$ cat config.mk
export PLATFORM = sky130hd
export DESIGN_NAME = nnli_ctrl
export DESIGN_NICKNAME = d
export VERILOG_FILES = /design/src/rtl/nnli_pkg.sv /design/src/rtl/nnli_ctrl.sv
export SDC_FILE = /design/constraint.sdc
export NUM_CORES = 1
export LEC_CHECK = 0
export ABC_CLOCK_PERIOD_IN_PS = 2300
export BUFFER_PORTS_ARGS = -buffer_cell sky130_fd_sc_hd__buf_2
export CAP_MARGIN = 10
export CORE_AREA = 2 2 39 41
export DETAILED_ROUTE_END_ITERATION = 10
export DIE_AREA = 0 0 41 43
export GPL_TIMING_DRIVEN = 0
export PLACE_DENSITY_LB_ADDON = 0.25
export SLEW_MARGIN = 20
export SYNTH_ARGS = -nofsm -noshare
export SYNTH_HDL_FRONTEND = slang
export SYNTH_SLANG_ARGS = --single-unit
$ cat constraint.sdc
create_clock -name clk -period 2.3 [get_ports clk]
set_input_delay 0.23 -clock clk [delete_from_list [all_inputs] [get_ports clk]]
set_output_delay 0.23 -clock clk [all_outputs]
set_load 0.02 [all_outputs]
$ cat src/rtl/nnli_pkg.sv
package nnli_pkg;

  // Capacities and field widths
  localparam int MAX_BYTES  = 1048576;
  localparam int MAX_LINES  = 4096;
  localparam int BC_W       = 21;            // byte counts and offsets
  localparam int LF_W       = $clog2(MAX_LINES); // LF count and table address
  localparam int LN_W       = LF_W + 1;      // line numbers and line counts
  localparam int IN_DATA_W  = 48;
  localparam int OUT_DATA_W = 104;

  // Item kinds carried in in_tuser
  localparam logic [1:0] OP_BYTE        = 2'd0;
  localparam logic [1:0] OP_FINISH      = 2'd1;
  localparam logic [1:0] OP_LINE_OF_POS = 2'd2;
  localparam logic [1:0] OP_LINE_BOUNDS = 2'd3;

  // Result status codes
  localparam logic [1:0] STAT_OK    = 2'd0;
  localparam logic [1:0] STAT_RANGE = 2'd1;
  localparam logic [1:0] STAT_PHASE = 2'd2;
  localparam logic [1:0] STAT_OVFL  = 2'd3;

  // Characters
  localparam logic [7:0] CH_CR = 8'd13;
  localparam logic [7:0] CH_LF = 8'd10;

  // Commands from the controller to the datapath
  typedef struct packed {
    logic accept;     // input transaction taken this cycle
    logic pos_chk;    // test lo < hi, read table at mid
    logic pos_cmp;    // narrow the search window
    logic bnd_rd;     // read start of the queried line
    logic bnd_caps;   // capture start, read end if needed
    logic bnd_cape;   // capture end
    logic done_load;  // load the query result
  } cmd_t;

  // Status from the datapath to the controller
  typedef struct packed {
    logic go_pos;      // accepted item starts a position search
    logic go_bnd;      // accepted item starts a bounds lookup
    logic lo_lt_hi;    // search window not yet empty
    logic ln_lt_total; // queried line is not the last one
    logic out_free;    // output register can take a result
  } sts_t;

endpackage

$ cat src/rtl/nnli_ctrl.sv
module nnli_ctrl (
  input  logic          clk,
  input  logic          rst_n,
  input  logic          in_tvalid,
  output logic          in_tready,
  input  nnli_pkg::sts_t sts,
  output nnli_pkg::cmd_t cmd
);
  import nnli_pkg::*;

  typedef enum logic [6:0] {
    ST_IDLE     = 7'b0000001,
    ST_POS_CHK  = 7'b0000010,
    ST_POS_CMP  = 7'b0000100,
    ST_BND_RD   = 7'b0001000,
    ST_BND_CAPS = 7'b0010000,
    ST_BND_CAPE = 7'b0100000,
    ST_DONE     = 7'b1000000
  } state_t;

  state_t state_r, state_nxt;
  logic   take;

  // Take a transaction only while idle and the output slot can hold a result
  assign in_tready = (state_r == ST_IDLE) && sts.out_free;
  assign take      = in_tready && in_tvalid;

  // Drive commands from the current state
  always_comb begin
    cmd           = '0;
    cmd.accept    = take;
    cmd.pos_chk   = (state_r == ST_POS_CHK);
    cmd.pos_cmp   = (state_r == ST_POS_CMP);
    cmd.bnd_rd    = (state_r == ST_BND_RD);
    cmd.bnd_caps  = (state_r == ST_BND_CAPS);
    cmd.bnd_cape  = (state_r == ST_BND_CAPE);
    cmd.done_load = (state_r == ST_DONE) && sts.out_free;
  end

  // Sequence the table lookups
  always_comb begin
    state_nxt = state_r;
    unique case (state_r)
      ST_IDLE: begin
        if (take && sts.go_pos) state_nxt = ST_POS_CHK;
        else if (take && sts.go_bnd) state_nxt = ST_BND_RD;
      end
      ST_POS_CHK:  state_nxt = sts.lo_lt_hi ? ST_POS_CMP : ST_DONE;
      ST_POS_CMP:  state_nxt = ST_POS_CHK;
      ST_BND_RD:   state_nxt = ST_BND_CAPS;
      ST_BND_CAPS: state_nxt = sts.ln_lt_total ? ST_BND_CAPE : ST_DONE;
      ST_BND_CAPE: state_nxt = ST_DONE;
      ST_DONE: begin
        if (sts.out_free) state_nxt = ST_IDLE;
      end
      default:     state_nxt = ST_IDLE;
    endcase
  end

  always_ff @(posedge clk) begin
    if (!rst_n) begin
      state_r <= ST_IDLE;
    end else begin
      state_r <= state_nxt;
    end
  end

endmodule

* After elaboration in Yosys (flattened, before gate mapping)
Cells that the tools add are included.
Cells by class: equal/unequal tests 9, reductions and logical operators 6, muxes and demuxes 6
Operator list (count):
- case mux 7 bit (7 select lines) | 1
- two-way mux 7 bit | 5
- == test 7 x 1 -> 1 bit (second input constant) | 1
- == test 7 x 2 -> 1 bit (second input constant) | 1
- == test 7 x 3 -> 1 bit (second input constant) | 1
- == test 7 x 4 -> 1 bit (second input constant) | 1
- == test 7 x 5 -> 1 bit (second input constant) | 1
- == test 7 x 6 -> 1 bit (second input constant) | 1
- == test 7 bit (second input constant) | 1
- logical AND 1 bit | 5
- inequality test 3 x 1 -> 1 bit (second input constant) | 1
- inequality test 2 bit (second input constant) | 1
- AND reduction 2 bit | 1
Storage, ports and cells: word-level logic and storage cells 22, input port bits 8, bits in registers 7

* Depth between registers and ports, before layout
Gate-level depths: netlist of run 1.
word-level depth 7, mapped depth 4, depth with buffers taken out 3

* Worst setup path after synthesis of run 1
Ideal clock, no wire load.
path type reg2out, start point register state_r[4], end point output port cmd[6] in the netlist's numbering, arrival time 1239 ps, cell stages (with the launch flop) 5, buffers on the path 2, slack 831 ps, path through dfxtp_1 clkbuf_1 nor3b_1 and4_2 buf_4
Between the ends: longest elaborated chain between the ends 3
Ends and longest elaborated chain:
- from (decl) | RTL line nnli_ctrl.sv:21 | state_t state_r, state_nxt;
- from (signal assigned) | RTL line nnli_ctrl.sv:64 | state_r <= state_nxt;
- == test 7 x 1 -> 1 bit | RTL line nnli_ctrl.sv:25 | assign in_tready = (state_r == ST_IDLE) && sts.out_free;
- logical AND 1 bit | RTL line nnli_ctrl.sv:25
- logical AND 1 bit | RTL line nnli_ctrl.sv:26 | assign take = in_tready && in_tvalid;
- to (decl) | RTL line nnli_ctrl.sv:7 | output nnli_pkg::cmd_t cmd
Every way passes these cells.

* Worst setup path in the final report of run 1
start point register state_r[0], end point output port cmd[6] in the netlist's numbering
Same word-level chain as after synthesis.

==> metrics.csv, run 1 <==
stage,metric,value,unit
worst_setup_path,critical-path cell list,buf_2 > nor3b_1 > and4_2 > buf_4 > buf_2,
clock_tree,CTS Buffer Depth,2,
place,"worst slack, placed",0.535,ns
floorplanning,die area,1760,µm²
worst_setup_path,Crit path required time,2.07,ns
yosys,Unique masters post-synth,33,
pwr,Pleak,0.320,nW
place,HPWL Detailed,900,µm
timing,Peak Freq,499,MHz
route,Via Count,522,
yosys,YS warnings,0,
yosys,syn avg cell area,8.67,µm²
timing,Max Slew Vio Count,0,
clock_tree,clock sinks,7,
timing,Final Setup Violations,0,
clock_tree,Resized cells post-CTS,0,
final_layout,diode count,0,
worst_setup_path,worst-path maximum fanout,8,
final_layout,fraction of layout instances using a drive strength above 1,0.392,
worst_setup_path,CP max stage cell,nor3b_1,
clock_tree,TritonCTS buffer count,3,
route,DRT Pass-1 Iters,4,
worst_setup_path,crit start category,register,
clock_tree,CTS Root Cell,clkbuf_4,
route,vias per cell,5.49,
timing,fin crit period,2.00,ns
yosys,Post-Syn Area,520,µm²
pwr,clock group share of total power,0.353,
global_route,number of global-route vias before repair,472,
floorplanning,row count,14,
place,Placer Congestion,0.768,
final_layout,most frequent cells in the layout,"buf_2, dfxtp_1, and3_1",
worst_setup_path,Critical Path Most Common Cell,buf_2,
final_layout,P&R area growth vs syn,23.3,%
timing,Slew HR,0.637,
yosys,Cells after Synth,60,
final_layout,Layout Nets,88,
timing,worst clock skew,0.00818,ns
final_layout,largest registers,state_r (7),
route,Initial DRC Count,4,
clock_tree,post-CTS setup buffers,0,
final_layout,post-route cell area,642,µm²
clock_tree,clk_lat worst skew,0.25,ns
floorplanning,Initial Util,0.376,
clock_tree,CTS hold repair buffers,0,
route,DR DRC count,0,
worst_setup_path,crit-path max cell delay,0.49,ns
floorplanning,Die Y,43,µm
timing,Slew @ Worst Pin,0.543,ns
hold_path,Hold Crit Class,in2reg,
final_layout,Reg with most FFs,state_r,
timing,PnR worst setup slack,0.295,ns
place,I/O Buffers,15,
route,ANT nets after route,0,
outcome,status,completed,
route,drt wl/cell,12.4,µm
clock_tree,CTS tree,built,
global_route,gr ovfl total,0,
pwr,Sequential Power Share,0.399,
yosys,synthesis-stage register bit count,7,
final_layout,Util after Layout,0.464,
timing,RSZ-0062 raised after global routing,no,
clock_tree,CTS H-tree depth,1,
global_route,pin count of the biggest net entering global routing,11,
yosys,"Seq/Total Area, Yosys",0.269,
worst_setup_path,WP data arrival,1.77,ns
clock_tree,"Reg clk slew, reported paths",0.05,ns
global_route,initial antenna violation count,0,
global_route,Global Route Usage Sum,0.157,
worst_setup_path,"CP delay by family, top",simple AND/OR/NAND/NOR gates,
timing,WHS,0.214,ns
pwr,P per Cell Area,494,nW/µm²
pwr,switching part of the total power,0.286,
yosys,async set-reset flop share out of synthesis,0,
floorplanning,I/O Pins,16,
timing,final hold vios,0,
global_route,first-pass GRT wire length,1900,µm
timing,total negative slack,0,ns
worst_setup_path,Buf/Inv on CP,3,
pwr,Net Switching,0.0906,mW
global_route,GR Util met2,0.241,
route,final wirelength,1180,µm
timing,final worst path period share,0.872,
worst_setup_path,Critical Path End Type,output pin,
final_layout,max reg flops,7,
worst_setup_path,CP Class,reg2out,
global_route,GR Layer Usage met1,0.188,
floorplanning,die width,41,µm
pwr,combinational fraction of design power,0.248,
pwr,maximum VDD drop,0.206,mV
final_layout,"most common cell after layout, fill and taps aside",buf_2,
place,Placed Area,616,µm²
yosys,number of synthesized flops with an enable pin,0,
run,max cap viols,0,
global_route,GRT Max-Usage Layer,met2,
final_layout,Filler cells,162,
pwr,Internal,0.227,mW
yosys,net count after synthesis,68,
floorplanning,CORE AREA,1380,µm²
yosys,"Primary FF master, synth",dfxtp_1,
global_route,GR Util met3,0.0471,
-- kinds of logic after synthesis --
group,count (synthesis),share of synthesized area
AND/OR/NAND/NOR,32,0.464
AO/OA/AOI/OAI,10,0.139
buffers and inverters,9,0.0938
flip-flops,7,0.269
XOR/XNOR,2,0.0337
-- power by group through the flow --
| stage | registers (mW) | clock network, mW | logic [mW] |
|---|---|---|---|
| finish | 0.127 | 0.112 | 0.0787 |
| global route | 0.127 | 0.122 | 0.0861 |
| global placement | 0.129 | 0 | 0.0768 |
| CTS | 0.127 | 0.115 | 0.0787 |
| floorplan | 0.129 | 0 | 0.0572 |
| detailed placement | 0.129 | 0 | 0.0782 |
-- metrics by stage --
stage / power [mW] / std cells
floorplan: 0.186 / 60
global placement: 0.206 / 91
detailed placement: 0.207 / 91
CTS: 0.320 / 95
global route: 0.335 / 95
finish: 0.317 / 95
-- metal layers --
layer | vias to the layer above | wire (µm)
met2 | 14 | 565
met5 | - | 0
met3 | 2 | 46
met4 | 0 | 10
li1 | 264 | -
met1 | 242 | 554
-- area by class of cell --
| cell class | count | area (µm²) | area share |
|---|---|---|---|
| clock buffer | 4 | 26.3 | 0.0409 |
| multi-input combinational | 44 | 332 | 0.517 |
| inverter | 2 | 7.51 | 0.0117 |
| tap | 16 | 20.0 | 0.0312 |
| sequential | 7 | 140 | 0.218 |
| buffer | 7 | 41.3 | 0.0643 |
| timing repair buffer | 15 | 75.1 | 0.117 |
-- cell usage after synthesis, types with 2 or more instances --
library cell | number | area, µm²
and3_1 | 6 | 37.5
and3_2 | 2 | 15.0
and4bb_2 | 2 | 25.0
buf_2 | 3 | 15.0
clkbuf_1 | 2 | 7.51
dfxtp_1 | 7 | 140
inv_1 | 2 | 7.51
nand3_1 | 4 | 20.0
nor2_1 | 3 | 11.3
nor3b_1 | 2 | 15.0
nor4b_1 | 2 | 17.5
o21ai_0 | 3 | 15.0
xor2_1 | 2 | 17.5
-- path summary, 6_finish.rpt --
kind,startpoint,endpoint,slack (ns),cells past startpoint
max,state_r[0]$_SDFFE_PN1P_,cmd[6],0.30,5
min,sts[2],state_r[2]$_SDFFE_PN0P_,0.21,2
max reg2reg,state_r[5]$_SDFFE_PN0P_,state_r[0]$_SDFFE_PN1P_,0.73,4
min reg2reg,state_r[3]$_SDFFE_PN0P_,state_r[6]$_SDFFE_PN0P_,0.63,2
(Power assumes the default switching activity.)
==> run 2, diff against run 1 <==
Settings changed: CTS_BUF_LIST set to sky130_fd_sc_hd__clkbuf_4 sky130_fd_sc_hd__clkbuf_8.
==> run 2 against run 1 <==
Effect of this change: die area is the same; sequential cell count unchanged; largest cell class unchanged; final cell count is the same; highest routed layer unchanged; combinational power hardly changed; power is 3.5% higher; non-clock buffer count stayed put; largest power group unchanged; via count is 1.3% lower; wire length hardly changed; core utilization is 0.27 points higher.
==> metrics.csv, run 2 (same netlist as run 1, synthesis figures left out) <==
stage,metric,value,unit
outcome,status,completed,
run,max cap viols,0,
clock_tree,CTS H-tree depth,1,
route,Via Count,515,
place,Placer Congestion,0.768,
floorplanning,die width,41,µm
final_layout,diode count,0,
route,DRT Pass-1 Iters,1,
final_layout,Reg with most FFs,state_r,
worst_setup_path,CP Class,reg2out,
clock_tree,clock sinks,7,
worst_setup_path,RR Endpoint,state_r[0]$_SDFFE_PN1P_,
timing,Peak Freq,499,MHz
global_route,gr ovfl total,0,
timing,final worst path period share,0.871,
final_layout,max reg flops,7,
route,final wirelength,1180,µm
timing,fin crit period,2.00,ns
final_layout,"most common cell after layout, fill and taps aside",buf_2,
place,"worst slack, placed",0.535,ns
route,vias per cell,5.42,
route,Initial DRC Count,0,
route,DR DRC count,0,
timing,Final Setup Violations,0,
clock_tree,Resized cells post-CTS,0,
global_route,first-pass GRT wire length,1900,µm
worst_setup_path,Crit path required time,2.07,ns
pwr,P per Cell Area,509,nW/µm²
route,ANT nets after route,0,
timing,RSZ-0062 raised after global routing,no,
final_layout,most frequent cells in the layout,"buf_2, dfxtp_1, and3_1",
clock_tree,post-CTS setup buffers,0,
clock_tree,TritonCTS buffer count,3,
floorplanning,row count,14,
global_route,Global Route Usage Sum,0.157,
clock_tree,"Reg clk slew, reported paths",0.06,ns
timing,Max Slew Vio Count,0,
worst_setup_path,RR Startpoint,state_r[5]$_SDFFE_PN0P_,
timing,Slew HR,0.637,
hold_path,hold_sp,sts[2],
timing,final hold vios,0,
place,HPWL Detailed,900,µm
worst_setup_path,crit start category,register,
clock_tree,clk_lat worst skew,0.25,ns
floorplanning,die area,1760,µm²
floorplanning,Die Y,43,µm
timing,total negative slack,0,ns
pwr,maximum VDD drop,0.206,mV
place,I/O Buffers,15,
final_layout,fraction of layout instances using a drive strength above 1,0.405,
final_layout,largest registers,state_r (7),
global_route,pin count of the biggest net entering global routing,11,
final_layout,Filler cells,162,
hold_path,WHS Path Cells,2,
worst_setup_path,r2r setup slk,0.73,ns
pwr,Pleak,0.323,nW
floorplanning,Initial Util,0.376,
worst_setup_path,worst-path maximum fanout,9,
timing,PnR worst setup slack,0.297,ns
hold_path,worst hold path endpoint,state_r[2]$_SDFFE_PN0P_,
timing,worst clock skew,0.00670,ns
clock_tree,CTS Buffer Depth,2,
hold_path,Hold Crit Class,in2reg,
floorplanning,I/O Pins,16,
clock_tree,CTS tree,built,
floorplanning,CORE AREA,1380,µm²
timing,Slew @ Worst Pin,0.543,ns
clock_tree,CTS hold repair buffers,0,
worst_setup_path,WP data arrival,1.77,ns
clock_tree,CTS Root Cell,clkbuf_4,
final_layout,Layout Nets,88,
worst_setup_path,Critical Path End Type,output pin,
final_layout,P&R area growth vs syn,24.0,%
worst_setup_path,R2R depth,4,
global_route,initial antenna violation count,0,
global_route,number of global-route vias before repair,472,
route,drt wl/cell,12.4,µm
## run 2: layer usage
metal	global-route usage	vias up	part of all wire
met4	0.0800	0	0.012
met3	0.0471	2	0.039
met1	0.188	234	0.48
li1	-	265	-
met2	0.241	14	0.47
met5	0	-	0
## run 2: report_power, final
| part | internal (mW) | switching, mW | leakage [nW] |
|---|---|---|---|
| sequential | 0.126 | 0.00104 | 0.0567 |
| clock | 0.0780 | 0.0452 | 0.0184 |
| combinational | 0.0346 | 0.0439 | 0.248 |
| total | 0.238 | 0.0901 | 0.323 |
## run 2: layout make-up
cell class / count / area [µm²] / area share
repair buffers: 15 / 75.1 / 0.116
plain buffers: 7 / 41.3 / 0.0640
multi-input cells: 44 / 332 / 0.514
clock buffers: 4 / 30.0 / 0.0465
inverters: 2 / 7.51 / 0.0116
flip-flops and latches: 7 / 140 / 0.217
well taps: 16 / 20.0 / 0.0310
## run 2: worst max-delay path: stages (launching register included)
cell and delay [ns]:
dfxtp_1 0.29, clkbuf_1 0.19, nor3b_1 0.51, and4_2 0.30, buf_4 0.09, buf_2 0.15
## run 2: how the worst max path moves through the flow
stage                       startpoint      to  slack (ns)  cells after the start
5_1_grt        state_r[4]$_SDFFE_PN0P_  cmd[6]        0.15                      5
6_report       state_r[4]$_SDFFE_PN0P_  cmd[6]        0.30                      5
2_1_floorplan  state_r[4]$_SDFFE_PN0P_  cmd[6]        0.83                      4
4_1_cts        state_r[4]$_SDFFE_PN0P_  cmd[6]        0.27                      5
3_5_place_dp   state_r[4]$_SDFFE_PN0P_  cmd[6]        0.53                      5
3_3_place_gp   state_r[4]$_SDFFE_PN0P_  cmd[6]        0.59                      5
## run 2: metrics by stage
stage / instance area [µm²] / hold slack [ns] / cells / util / power [mW]
finish: 646 / 0.217 / 95 / 0.467 / 0.328
global route: 646 / 0.222 / 95 / 0.467 / 0.348
CTS: 646 / 0.211 / 95 / 0.467 / 0.333
detailed placement: 616 / 0.475 / 91 / 0.445 / 0.207
global placement: 616 / 0.469 / 91 / 0.445 / 0.206
floorplan: 520 / 0.352 / 60 / - / 0.186
